**src/hdl/utf8d_pkg.sv**
```systemverilog
// Shared types, constants and lead-byte decode for the UTF-8 stream decoder.
package utf8d_pkg;

  localparam int unsigned CpWidth = 31;
  localparam int unsigned PendWidth = 3;

  localparam logic [CpWidth-1:0] ReplChar = 31'd63;

  // One decoded result as held in the output queue
  typedef struct packed {
    logic [CpWidth-1:0] code_point;
    logic               is_repl;
    logic               last;
  } result_t;

  // Outcome of decoding a byte with no sequence open
  typedef struct packed {
    logic                 emit;
    logic [CpWidth-1:0]   code_point;
    logic                 is_repl;
    logic                 set_skip;
    logic [PendWidth-1:0] pending;
    logic [CpWidth-1:0]   partial;
  } fresh_t;

  // Classify a byte that starts fresh: ASCII, stray continuation or lead byte
  function automatic fresh_t fresh_decode(input logic [7:0] b);
    fresh_t f;
    f = '0;
    if (!b[7]) begin
      f.emit       = 1'b1;
      f.code_point = {23'd0, b};
    end else if (!b[6]) begin
      f.emit       = 1'b1;
      f.code_point = ReplChar;
      f.is_repl    = 1'b1;
      f.set_skip   = 1'b1;
    end else if (!b[5]) begin
      f.pending = 3'd1;
      f.partial = {26'd0, b[4:0]};
    end else if (!b[4]) begin
      f.pending = 3'd2;
      f.partial = {27'd0, b[3:0]};
    end else if (!b[3]) begin
      f.pending = 3'd3;
      f.partial = {28'd0, b[2:0]};
    end else if (!b[2]) begin
      f.pending = 3'd4;
      f.partial = {29'd0, b[1:0]};
    end else begin
      // 0xFC..0xFF all open six-byte sequences
      f.pending = 3'd5;
      f.partial = {30'd0, b[0]};
    end
    return f;
  endfunction

endpackage

```
**src/hdl/utf8_stream_decoder_unit.sv**
```systemverilog
// Streaming decoder for legacy one-to-six-byte UTF-8, one byte beat in, code points out.
// A result is written into the result queue when its byte beat is accepted; the output shows the queue head.
// Throughput: one byte per cycle while results are taken; a byte that gives two
// results leaves at least two results queued and input ready drops until the queue holds at most one.
// Ready is high whenever the result queue holds at most one result.
// Reset (rst_ni low, asynchronous): no sequence open, not skipping, queue empty.
module utf8_stream_decoder_unit (
  input  logic                          clk_i,
  input  logic                          rst_ni,
  input  logic                          in_valid_i,
  output logic                          in_ready_o,
  input  logic [7:0]                    data_byte_i,
  output logic                          out_valid_o,
  input  logic                          out_ready_i,
  output logic [utf8d_pkg::CpWidth-1:0] code_point_o,
  output logic                          is_replacement_o,
  output logic                          last_of_run_o
);
  import utf8d_pkg::*;

  localparam logic [1:0] QDepth = 2'd3;

  // Decoder state
  logic [PendWidth-1:0] pend_q, pend_d;
  logic [CpWidth-1:0]   partial_q, partial_d;
  logic                 skip_q, skip_d;

  // Result queue
  result_t    queue_q [3];
  logic [1:0] wr_ptr_q, wr_ptr_d;
  logic [1:0] rd_ptr_q, rd_ptr_d;
  logic [1:0] count_q, count_d;

  logic       in_acc, out_acc, is_cont;
  logic [1:0] res_cnt;
  result_t    res0, res1;
  fresh_t     fr;

  function automatic logic [1:0] ptr_inc(input logic [1:0] p);
    return (p == 2'd2) ? 2'd0 : p + 2'd1;
  endfunction

  assign in_ready_o  = (count_q <= 2'd1);
  assign in_acc      = in_valid_i && in_ready_o;
  assign out_valid_o = (count_q != 2'd0);
  assign out_acc     = out_valid_o && out_ready_i;
  assign is_cont     = (data_byte_i[7:6] == 2'b10);
  assign fr          = fresh_decode(data_byte_i);

  // Per-byte decode: up to two results and the next decoder state
  always_comb begin
    pend_d    = pend_q;
    partial_d = partial_q;
    skip_d    = skip_q;
    res_cnt   = 2'd0;
    res0      = '0;
    res1      = '0;
    if (pend_q != '0) begin
      if (is_cont) begin
        partial_d = {partial_q[CpWidth-7:0], data_byte_i[5:0]};
        pend_d    = pend_q - 3'd1;
        if (pend_q == 3'd1) begin
          res0.code_point = {partial_q[CpWidth-7:0], data_byte_i[5:0]};
          res_cnt         = 2'd1;
          partial_d       = '0;
        end
      end else begin
        // missing continuation: replace, then decode this byte afresh
        res0.code_point = ReplChar;
        res0.is_repl    = 1'b1;
        pend_d          = fr.pending;
        partial_d       = fr.partial;
        if (fr.emit) begin
          res1.code_point = fr.code_point;
          res1.is_repl    = fr.is_repl;
          res_cnt         = 2'd2;
        end else begin
          res_cnt = 2'd1;
        end
      end
    end else if (skip_q && is_cont) begin
      // swallow continuation bytes after a stray one
      res_cnt = 2'd0;
    end else begin
      skip_d          = fr.set_skip;
      pend_d          = fr.pending;
      partial_d       = fr.partial;
      res0.code_point = fr.code_point;
      res0.is_repl    = fr.is_repl;
      res_cnt         = fr.emit ? 2'd1 : 2'd0;
    end
    res0.last = (res_cnt == 2'd1);
    res1.last = 1'b1;
  end

  // Queue pointer and fill update
  always_comb begin
    wr_ptr_d = wr_ptr_q;
    rd_ptr_d = rd_ptr_q;
    count_d  = count_q;
    if (in_acc) begin
      if (res_cnt == 2'd1) begin
        wr_ptr_d = ptr_inc(wr_ptr_q);
      end else if (res_cnt == 2'd2) begin
        wr_ptr_d = ptr_inc(ptr_inc(wr_ptr_q));
      end
      count_d = count_q + res_cnt;
    end
    if (out_acc) begin
      rd_ptr_d = ptr_inc(rd_ptr_q);
      count_d  = count_d - 2'd1;
    end
  end

  // Control state
  always_ff @(posedge clk_i or negedge rst_ni) begin
    if (!rst_ni) begin
      pend_q    <= '0;
      partial_q <= '0;
      skip_q    <= 1'b0;
      wr_ptr_q  <= '0;
      rd_ptr_q  <= '0;
      count_q   <= '0;
    end else begin
      if (in_acc) begin
        pend_q    <= pend_d;
        partial_q <= partial_d;
        skip_q    <= skip_d;
      end
      wr_ptr_q <= wr_ptr_d;
      rd_ptr_q <= rd_ptr_d;
      count_q  <= count_d;
    end
  end

  // Queue payload writes
  always_ff @(posedge clk_i) begin
    if (in_acc && (res_cnt != 2'd0)) begin
      queue_q[wr_ptr_q] <= res0;
    end
    if (in_acc && (res_cnt == 2'd2)) begin
      queue_q[ptr_inc(wr_ptr_q)] <= res1;
    end
  end

  assign code_point_o     = queue_q[rd_ptr_q].code_point;
  assign is_replacement_o = queue_q[rd_ptr_q].is_repl;
  assign last_of_run_o    = queue_q[rd_ptr_q].last;

  // Checks
  a_count_bound: assert property (@(posedge clk_i) disable iff (!rst_ni)
    count_q <= QDepth)
    else $error("result queue overfilled");

  a_no_skip_in_seq: assert property (@(posedge clk_i) disable iff (!rst_ni)
    !((pend_q != '0) && skip_q))
    else $error("skipping while a sequence is open");

  a_seq_close: assert property (@(posedge clk_i) disable iff (!rst_ni)
    (in_acc && (pend_q == 3'd1) && is_cont) |=> (pend_q == '0))
    else $error("sequence not closed after last continuation");

  a_double_repl: assert property (@(posedge clk_i) disable iff (!rst_ni)
    (in_acc && (res_cnt == 2'd2)) |-> (res0.is_repl && (res0.code_point == ReplChar)))
    else $error("double result without leading replacement");

endmodule

```
**config.mk**
```make
export PLATFORM = sky130hd
export DESIGN_NAME = utf8_stream_decoder_unit
export DESIGN_NICKNAME = d
export VERILOG_FILES = /design/src/hdl/utf8d_pkg.sv /design/src/hdl/utf8_stream_decoder_unit.sv
export SDC_FILE = /design/constraint.sdc
export NUM_CORES = 1
export LEC_CHECK = 0
export ABC_AREA = 1
export BUFFER_PORTS_ARGS = -buffer_cell sky130_fd_sc_hd__buf_2
export CORE_MARGIN = 2
export CORE_UTILIZATION = 42
export DETAILED_ROUTE_END_ITERATION = 8
export MAX_ROUTING_LAYER = met4
export SETUP_SLACK_MARGIN = 0.05
export SYNTH_ARGS = -nofsm -noshare
export SYNTH_HDL_FRONTEND = slang
export SYNTH_SLANG_ARGS = --single-unit
```
**constraint.sdc**
```tcl
create_clock -name clk_i -period 3.4 [get_ports clk_i]
set_input_delay 1.02 -clock clk_i [delete_from_list [all_inputs] [get_ports clk_i]]
set_output_delay 1.02 -clock clk_i [all_outputs]
set_load 0.05 [all_outputs]
```
==> reports/results.tsv, run 1 <==
stage	metric	value	unit
global_routing	grt_antenna_before_repair	0	
sta	fin_skew	0.009224	ns
worst_setup_path	r2r_start	pend_q[0]$_DFFE_PN0P_	
cells_and_area	finalNetCount	939	
sta	setup_violations	0	
global_routing	grt_pass1_vias	5108	
sta	slew-limit-headroom	0.4342	
min_path	min_path_type	reg -> reg	
clocking	cts_tree	done	
worst_setup_path	crit_required	2.38	ns
run_status	status	finished clean	
clocking	clk_pin_slew	0.06	ns
place	dp_hpwl	11300	µm
run	drv_cap	0	
synthesis	synthesis.nets	897	
sta	post-route-period-util	0.9403	
place	gp_congestion	0.9012	
clocking	cts_resized	0	
synthesis	yosys_most_used_dff	dfxtp_1	
clocking	clk_latency	0.42	ns
sta	period_minus_slack	3.197	ns
routing	drc_errors	0	
worst_setup_path	end_kind	output port	
worst_setup_path	arrival	2.18	ns
cells_and_area	layout.cells.non_filler	1144	
die	design.core.area	0.01526	mm²
synthesis	ys_seq_area_frac	0.4693	
sta	fmax	312.8	MHz
die	placementRows	45	
worst_setup_path	path_cells	or2_2 > o221ai_1 > buf_2	
worst_setup_path	r2r-end	queue_q[1][6]$_DFFE_PP_	
routing	postRouteAntennaNets	0	
sta	tns	0	ns
clocking	htreeDepth	4	
clocking	cts_made_buffers	17	
worst_setup_path	slowest_stage	or2_2	
cells_and_area	final_cell_area	0.007585	mm²
die	die_x	129.4	µm
worst_setup_path	cp_max_fo	34	
sta	drv_slew	0	
clocking	hold_buffers	0	
power_and_ir_drop	powerDensity	1033	mW/mm²
routing	wl_per_cell	14.36	µm
power_and_ir_drop	total_power	7.837	mW
synthesis	ys_async_sr_fraction	0.2612	
worst_setup_path	slowest_delay	0.60	ns
synthesis	ys_seq_elements	134	
power_and_ir_drop	ir_drop	0.5501	mV
cells_and_area	syn_to_final_growth	14.90	%
worst_setup_path	r2r_cells	11	
cells_and_area	diodes	0	
cells_and_area	fin_util	0.4971	
clocking	cts_sinks	134	
place	place_area	0.007033	mm²
power_and_ir_drop	leakagePower	3.602	nW
synthesis	synth_edf_count	24	
worst_setup_path	critPathKind	reg -> out	
cells_and_area	layout_common_cells	nand2_1 (207), inv_1 (131), nor2_1 (114)	
worst_setup_path	startpoint_type	register	
routing	drt-initial-drc-count	350	
die	start_util	0.4326	
synthesis	syn-instance-count	878	
clocking	cts-root-buf	clkbuf_16	
synthesis	ys_warn_count	0	
cells_and_area	final_common_cell	nand2_1	
sta	rsz0062_at_grt	false	
synthesis	post_synth.cell_area_avg	7.519	µm²
global_routing	grt_max_degree	36	
place	post-place-cells	1112	
clocking	cts_setup_buffers	0	
sta	worst_pin_slew	0.8488	ns
routing	wl	16420	µm
sta	hold_viol	0	
synthesis	yosysUniqueCellTypes	32	
worst_setup_path	ff2ff_setup_slack	0.75	ns
routing	vias_per_cell	4.839	
die	io_pins	47	
cells_and_area	drive_above_1_share	0.1436	
global_routing	grt_first_pass_wirelength	26740	µm
routing	dr.pass1.iters	5	
die	die_area	0.01674	mm²
global_routing	overflow	0	
worst_setup_path	endpoint	code_point_o[30]	
die	die_h	129.4	µm
worst_setup_path	critPathLaunch	rd_ptr_q[0]$_DFFE_PN0P_	
global_routing	track_usage	0.2137	
synthesis	syn_area	0.006601	mm²
clocking	cts_buffer_depth	2	
routing	vias	5536	
place	io_buffers	46	
## cells by family after synthesis
logic type | count (synthesis) | share of synthesized area
buffers and inverters | 181 | 0.1130
flip-flops | 134 | 0.4693
adder cells (fa/ha/maj) | 7 | 0.01327
AND/OR/NAND/NOR | 422 | 0.2828
AO/OA/AOI/OAI | 133 | 0.1204
XOR/XNOR | 1 | 0.001327
## routing by layer
layer,GRT usage,part of all wire
met1,0.2959,0.50
met5,-,0
met3,0.04170,0.039
met4,0.06650,0.0087
met2,0.3170,0.45
## Yosys cell counts (2+ instances only)
master	number	area, µm²
clkbuf_1	11	41.29
inv_1	131	491.7
dfrtp_1	35	875.8
nand2_2	4	25.02
a21oi_1	5	25.02
clkinv_1	2	7.510
nor2_4	3	33.78
edfxtp_1	24	720.7
nand3_2	3	30.03
nor3_2	20	200.2
o221ai_1	24	210.2
o21ai_1	4	20.02
dfxtp_1	75	1501
o21ai_0	84	420.4
nand3_1	64	320.3
nand2_1	207	777.0
buf_6	3	33.78
inv_2	4	15.01
o211ai_1	14	105.1
nor2_1	114	427.9
nor2_2	3	18.77
nand2_4	2	22.52
buf_4	2	15.01
buf_2	26	130.1
ha_1	7	87.58
## area by class of cell
class / instances / area [µm²]
Fill cell: 1511 / 7674
Sequential cell: 134 / 3098
Multi-Input combinational cell: 563 / 2758
Inverter: 138 / 520.5
Clock buffer: 26 / 510.5
Timing Repair Buffer: 66 / 392.9
Tap cell: 211 / 264.0
Clock inverter: 6 / 41.29
## report_power, final
group	internal, mW	total [mW]	leakage (nW)	switching (mW)
Clock	1.03	1.69	0.273	0.657
Combinational	0.968	3.70	2.01	2.73
Sequential	2.20	2.45	1.32	0.250
## metrics by stage
step	worst slack (ns)	hold WS [ns]
2_1_floorplan	0.3392	0.4381
3_3_place_gp	0.2538	0.4592
3_5_place_dp	0.1573	0.4630
4_1_cts	0.1830	0.4764
5_1_grt	0.1101	0.4896
6_report	0.2029	0.4767
## critical path: cells and delay by family (launching register included)
kind,cells,cell delay [ns]
flops,1,0.44
simple gates,1,0.60
compound gates,1,0.38
buf+inv,1,0.33
## registers in the layout (all words and copies together), names as in the netlist
register,count
queue_q,99
rd_ptr_q,2
skip_q,1
partial_q,25
count_q,2
wr_ptr_q,2
pend_q,3
## how the worst min path moves through the flow
stage / from / endpoint / cells after the start
floorplan: queue_q[0][23]$_SDFFE_PP0P_ / queue_q[0][23]$_SDFFE_PP0P_ / 2
global placement: queue_q[2][0]$_SDFFE_PP1P_ / queue_q[2][0]$_SDFFE_PP1P_ / 2
detailed placement: queue_q[1][10]$_SDFFE_PP0P_ / queue_q[1][10]$_SDFFE_PP0P_ / 2
CTS: queue_q[1][10]$_SDFFE_PP0P_ / queue_q[1][10]$_SDFFE_PP0P_ / 2
global route: queue_q[0][23]$_SDFFE_PP0P_ / queue_q[0][23]$_SDFFE_PP0P_ / 2
finish: queue_q[0][23]$_SDFFE_PP0P_ / queue_q[0][23]$_SDFFE_PP0P_ / 2
Power figures use the tool's default switching activity.
==> inputs of run 2 (changes only) <==
--- a/config.mk
+++ b/config.mk
@@ -5,8 +5,8 @@
 export SDC_FILE = /design/constraint.sdc
 export NUM_CORES = 1
 export LEC_CHECK = 0
-export ABC_AREA = 1
 export BUFFER_PORTS_ARGS = -buffer_cell sky130_fd_sc_hd__buf_2
+export CORE_ASPECT_RATIO = 1.1
 export CORE_MARGIN = 2
 export CORE_UTILIZATION = 42
 export DETAILED_ROUTE_END_ITERATION = 8
==> reports/results.tsv, run 2 <==
stage	metric	value	unit	change
routing	top_layer_used	met4		
cells_and_area	regArea	0.003100	mm²	about the same
run_status	status	finished clean		
synthesis	ys_async_sr_fraction	0.2612		unchanged
global_routing	grt_antenna_before_repair	0		unchanged
cells_and_area	finalNetCount	773		-18%
synthesis	syn-instance-count	715		-19%
die	start_util	0.4326		about the same
die	design.core.area	0.01450	mm²	-4.9%
power_and_ir_drop	intPower	3.543	mW	-16%
sta	tns	0	ns	unchanged
routing	postRouteAntennaNets	0		unchanged
run	drv_cap	0		unchanged
cells_and_area	diodes	0		unchanged
power_and_ir_drop	leakagePower	2.983	nW	-17%
cells_and_area	drive_above_1_share	0.1617		+0.01805
synthesis	synth_edf_count	24		unchanged
global_routing	overflow	0		unchanged
cells_and_area	largest-register	queue_q		
sta	holdWs	0.4529	ns	-0.02387 ns
clocking	cts-root-buf	clkbuf_16		
synthesis	ys_seq_elements	134		unchanged
place	gp_congestion	0.9084		+0.80%
sta	fmax	316.9	MHz	+1.3%
clocking	clk_pin_slew	0.06	ns	about the same
routing	wl_met1	6826	µm	-17%
sta	hold_viol	0		unchanged
power_and_ir_drop	powerDensity	780.7	mW/mm²	-24%
sta	post-route-period-util	0.9282		-0.01212
clocking	cts_tree	done		
routing	vias	5172		-6.6%
synthesis	syn_area	0.006275	mm²	-4.9%
synthesis	synthesis.nets	734		-18%
worst_setup_path	critPathKind	reg -> out		
clocking	cts_setup_buffers	0		unchanged
synthesis	synthTopCellsByArea	dfxtp_1 (24%), dfrtp_1 (14%), edfxtp_1 (11%), nand2_1 (9.8%), nand3_1 (6.0%)		
worst_setup_path	startpoint_type	register		
worst_setup_path	cp_max_fo	37		+8.8%
global_routing	grt_first_pass_wirelength	25540	µm	-4.5%
cells_and_area	top_regs	queue_q x99, partial_q x25, pend_q x3		
clocking	cts_made_buffers	17		unchanged
clocking	cts_resized	0		unchanged
routing	vias_per_cell	5.393		+11%
routing	wl_per_cell	16.26	µm	+13%
synthesis	yosys_most_used_dff	dfxtp_1		
cells_and_area	multiInputGateArea	0.002840	mm²	+3.0%
die	die_x	120.5	µm	-6.8%
place	dp_hpwl	10390	µm	-8.1%
min_path	min_path_type	reg -> reg		
global_routing	grt_pass1_vias	5072		-0.70%
sta	drv_slew	0		unchanged
sta	slew-limit-headroom	0.4568		+0.02265
sta	period_minus_slack	3.156	ns	-0.04122 ns
clocking	cts_buffer_depth	2		unchanged
cells_and_area	nFillCells	1383		-8.5%
clocking	cts_sinks	134		unchanged
synthesis	synthTopCellsByCount	nand2_1 (163), dfxtp_1 (75), nand3_1 (75), o21ai_0 (64), a21oi_1 (55)		
worst_setup_path	crit_required	2.38	ns	about the same
power_and_ir_drop	switchingPower	2.149	mW	-41%
routing	route.met3.wl	617	µm	-3.6%
clocking	hold_buffers	0		unchanged
global_routing	track_usage	0.2073		-0.006361
synthesis	ys_warn_count	0		unchanged
synthesis	yosys.area.top_type	dfxtp_1		
routing	wl	15590	µm	-5.1%
die	io_pins	47		unchanged
synthesis	synth.most_common_cell	nand2_1		
power_and_ir_drop	combPwrFrac	0.326		-0.146
synthesis	yosysUniqueCellTypes	47		+47%
power_and_ir_drop	pwr-share-seq	0.352		+0.039
routing	drt-initial-drc-count	372		+6.3%
sta	fin_skew	0.009164	ns	-0.00006015 ns
cells_and_area	layout_common_cells	nand2_1 (163), nand3_1 (75), dfxtp_1 (75)		
clocking	clk_latency	0.42	ns	about the same
die	die_area	0.01593	mm²	-4.8%
routing	dr.pass1.iters	7		+2
power_and_ir_drop	swShare	0.3776		-0.08627
routing	wl_met2	7788	µm	+4.6%
worst_setup_path	end_kind	output port		
synthesis	ys_seq_area_frac	0.4937		+0.02442
clocking	htreeDepth	4		unchanged
global_routing	grt_max_degree	49		+36%
synthesis	yosysTopAreaCellShare	0.2393		+0.01184
sta	rsz0062_at_grt	false		
sta	worst_pin_slew	0.8148	ns	-0.03397 ns
power_and_ir_drop	ir_drop	0.4199	mV	-24%
power_and_ir_drop	clockPowerShare	0.322		+0.106
worst_setup_path	arrival	2.14	ns	-0.04 ns
die	placementRows	46		+2.2%
routing	drc_errors	0		unchanged
cells_and_area	largest_reg_flops	99		unchanged
cells_and_area	final_common_cell	nand2_1		
die	die_h	132.2	µm	+2.2%
cells_and_area	syn_to_final_growth	16.21	%	
synthesis	post_synth.cell_area_avg	8.776	µm²	+17%
place	io_buffers	46		unchanged
sta	setup_violations	0		unchanged
run 2: final cells by class:
class,count,area share
repair buffers,74,0.06383
clock buffers,22,0.07086
flip-flops and latches,134,0.4252
well taps,192,0.03294
multi-input cells,517,0.3895
clock inverters,10,0.01253
inverters,10,0.005148
run 2: logic make-up (layout without fill, tap and decap cells):
logic type	Yosys count	count (layout)	synth area share
AO/OA/AOI/OAI	186	186	0.1719
flip-flops	134	134	0.4937
multiplexers	34	34	0.05424
adder cells (fa/ha/maj)	7	7	0.01396
AND/OR/NAND/NOR	287	287	0.2082
XOR/XNOR	3	3	0.004188
buffers and inverters	64	116	0.05384
run 2: critical path: stages, from the launching register on:
cell	delay, ns
dfrtp_2	0.81
buf_4	0.41
nand2_1	0.09
o21ai_0	0.10
buf_2	0.30
run 2: layer usage:
| metal | track usage | vias up |
|---|---|---|
| met5 | - | - |
| li1 | - | 2550 |
| met1 | 0.2463 | 2473 |
| met4 | 0.07817 | 0 |
| met3 | 0.04542 | 30 |
| met2 | 0.3431 | 119 |
run 2: through the flow:
stage / util / instance area (µm²) / setup slack [ns] / cells / total power [mW]
floorplan: - / 6275 / 0.2632 / 715 / 3.377
global placement: 0.4608 / 6684 / 0.1773 / 927 / 3.839
detailed placement: 0.4608 / 6684 / 0.05681 / 927 / 3.891
CTS: 0.5028 / 7292 / 0.2259 / 959 / 5.732
global route: 0.5028 / 7292 / 0.06906 / 959 / 5.979
finish: 0.5028 / 7292 / 0.2441 / 959 / 5.693
run 2: final timing paths:
check / from / end / slack [ns] / cells after the start
setup / recovery: rd_ptr_q[1]$_DFFE_PN0P_ / code_point_o[8] / 0.24 / 4
hold / removal: queue_q[0][12]$_SDFFE_PP0P_ / queue_q[0][12]$_SDFFE_PP0P_ / 0.45 / 2
setup reg to reg: pend_q[0]$_DFFE_PN0P_ / queue_q[0][8]$_DFFE_PP_ / 0.38 / 12
hold reg to reg: queue_q[0][12]$_SDFFE_PP0P_ / queue_q[0][12]$_SDFFE_PP0P_ / 0.45 / 2
max in group asynchronous: rst_ni / rd_ptr_q[1]$_DFFE_PN0P_ / 2.14 / 1
min in group asynchronous: rst_ni / partial_q[0]$_DFFE_PN0P_ / 0.69 / 1
run 2: power groups by stage:
stage	combinational [mW]	sequential, mW	clock [mW]
2_1_floorplan	1.46	1.92	0
3_3_place_gp	1.82	2.02	0
3_5_place_dp	1.86	2.03	0
4_1_cts	1.87	2.00	1.87
5_1_grt	2.01	2.03	1.94
6_report	1.86	2.00	1.83
==> inputs of run 3 (changes only) <==
--- a/config.mk
+++ b/config.mk
@@ -6,12 +6,12 @@
 export NUM_CORES = 1
 export LEC_CHECK = 0
 export BUFFER_PORTS_ARGS = -buffer_cell sky130_fd_sc_hd__buf_2
-export CORE_ASPECT_RATIO = 1.1
+export CORE_ASPECT_RATIO = 0.5
 export CORE_MARGIN = 2
 export CORE_UTILIZATION = 42
 export DETAILED_ROUTE_END_ITERATION = 8
 export MAX_ROUTING_LAYER = met4
-export SETUP_SLACK_MARGIN = 0.05
+export PLACE_DENSITY = 0.56
 export SYNTH_ARGS = -nofsm -noshare
 export SYNTH_HDL_FRONTEND = slang
 export SYNTH_SLANG_ARGS = --single-unit
==> reports/results.tsv, run 3 (same netlist as run 2, synthesis figures left out) <==
stage	metric	value	unit	change
clocking	cts_setup_buffers	0		unchanged
routing	postRouteAntennaNets	0		unchanged
clocking	hold_buffers	0		unchanged
sta	hold_viol	0		unchanged
clocking	cts_tree	done		
global_routing	grt_pass1_vias	4750		-6.3%
clocking	clk_latency	0.41	ns	about the same
worst_setup_path	cp_top_family	flip-flops		
die	io_pins	47		unchanged
worst_setup_path	end_kind	output port		
cells_and_area	syn_to_final_growth	15.35	%	
worst_setup_path	slowest_stage	dfrtp_2		
power_and_ir_drop	ir_drop	0.4552	mV	+8.4%
cells_and_area	drive_above_1_share	0.1500		-0.01167
routing	wl_per_cell	16.49	µm	+1.5%
cells_and_area	nFillCells	1425		+3.0%
clocking	cts_buffer_depth	2		unchanged
clocking	cts_made_buffers	17		unchanged
sta	layout_setup_ws	0.3278	ns	+0.08362 ns
clocking	clk_pin_slew	0.06	ns	about the same
sta	fin_skew	0.01026	ns	+0.001101 ns
die	start_util	0.4314		-0.001228
die	die_h	90.43	µm	-32%
cells_and_area	multiInputGateArea	0.002840	mm²	unchanged
cells_and_area	diodes	0		unchanged
run_status	status	finished clean		
place	gp_congestion	0.7829		-14%
cells_and_area	regArea	0.003100	mm²	unchanged
die	placementRows	31		-33%
die	die_area	0.01599	mm²	+0.37%
global_routing	grt_max_degree	73		+49%
routing	vias_per_cell	5.270		-2.3%
sta	period_minus_slack	3.072	ns	-0.08362 ns
power_and_ir_drop	leakagePower	2.934	nW	-1.6%
cells_and_area	finalNetCount	766		-0.91%
worst_setup_path	arrival	2.05	ns	-0.09 ns
routing	drt-initial-drc-count	333		-10%
routing	wl	15800	µm	+1.4%
place	dp_hpwl	9611	µm	-7.5%
sta	post-route-period-util	0.9036		-0.02459
place	io_buffers	46		unchanged
sta	setup_violations	0		unchanged
worst_setup_path	startpoint_type	register		
worst_setup_path	slowest_delay	0.76	ns	-0.05 ns
clocking	cts_sinks	134		unchanged
sta	rsz0062_at_grt	false		
cells_and_area	largest_reg_flops	99		unchanged
clocking	htreeDepth	4		unchanged
worst_setup_path	crit_required	2.38	ns	about the same
clocking	cts_resized	0		unchanged
power_and_ir_drop	powerDensity	777.3	mW/mm²	-0.43%
sta	fmax	325.5	MHz	+2.7%
routing	dr.pass1.iters	5		-2
cells_and_area	top_regs	queue_q x99, partial_q x25, pend_q x3		
worst_setup_path	critPathKind	reg -> out		
cells_and_area	largest-register	queue_q		
run	drv_cap	0		unchanged
sta	slew-limit-headroom	0.4154		-0.04140
worst_setup_path	critPathBufInv	2		unchanged
die	design.core.area	0.01455	mm²	+0.28%
cells_and_area	layout_common_cells	nand2_1 (163), nand3_1 (75), dfxtp_1 (75)		
die	die_x	176.9	µm	+47%
worst_setup_path	path_cells	buf_4 > nand2_1 > o21ai_0 > buf_2		
routing	vias	5049		-2.4%
place	place_ws	0.1222	ns	+0.06542 ns
global_routing	track_usage	0.2112		+0.003902
sta	worst_pin_slew	0.8769	ns	+0.06210 ns
min_path	min_path_type	reg -> reg		
global_routing	grt_first_pass_wirelength	25790	µm	+1.0%
sta	drv_slew	0		unchanged
global_routing	grt_antenna_before_repair	0		unchanged
worst_setup_path	cp_max_fo	34		-8.1%
global_routing	overflow	0		unchanged
routing	drc_errors	0		unchanged
clocking	cts-root-buf	clkbuf_16		
cells_and_area	final_common_cell	nand2_1		
sta	tns	0	ns	unchanged
-- run 3: path summary, 6_finish.rpt --
path,start,end,slack (ns),cells after the start
max in group asynchronous,rst_ni,rd_ptr_q[0]$_DFFE_PN0P_,2.09,1
min in group asynchronous,rst_ni,count_q[1]$_DFF_PN0_,0.72,1
hold reg to reg,queue_q[1][19]$_SDFFE_PP0P_,queue_q[1][19]$_SDFFE_PP0P_,0.45,2
setup reg to reg,pend_q[0]$_DFFE_PN0P_,queue_q[0][8]$_DFFE_PP_,0.38,13
hold / removal,queue_q[1][19]$_SDFFE_PP0P_,queue_q[1][19]$_SDFFE_PP0P_,0.45,2
setup / recovery,rd_ptr_q[1]$_DFFE_PN0P_,code_point_o[6],0.33,4
-- run 3: per-stage QoR --
stage	power, mW	utilization	cell area, µm²	std cells	hold WS (ns)
5_1_grt	5.920	0.4976	7238	958	0.4722
4_1_cts	5.673	0.4976	7238	958	0.4559
3_5_place_dp	3.901	0.4582	6664	926	0.4470
2_1_floorplan	3.377	-	6275	715	0.4360
6_report	5.626	0.4976	7238	958	0.4537
3_3_place_gp	3.881	0.4582	6664	926	0.4417
-- run 3: worst min-delay path, delay by kind of cell (launching register included) --
family             cells  cell delay (ns)
DFF                    1             0.31
and+or+nand+nor        1             0.05
AOI/OAI and AO/OA      1             0.05
-- run 3: metal layers --
metal | track usage | up-vias | share of wire | wire, µm
li1 | - | 2541 | - | -
met4 | 0.05303 | 0 | 0.011 | 172
met3 | 0.03704 | 14 | 0.038 | 607
met5 | - | - | 0 | 0
met1 | 0.2962 | 2394 | 0.51 | 8036
met2 | 0.3167 | 100 | 0.44 | 6985
-- run 3: power by group --
part           switching [mW]  internal [mW]  leakage, nW
registers               0.188           1.80         1.31
logic                    1.28          0.592         1.35
clock network           0.697           1.07        0.279
-- run 3: cell type report --
class                   count  share of cell area
clock buffers              23             0.07070
multi-input cells         517              0.3924
inverters                  10            0.005186
repair buffers             67             0.06050
clock inverters             9            0.008643
well taps                 198             0.03423
flip-flops and latches    134              0.4283
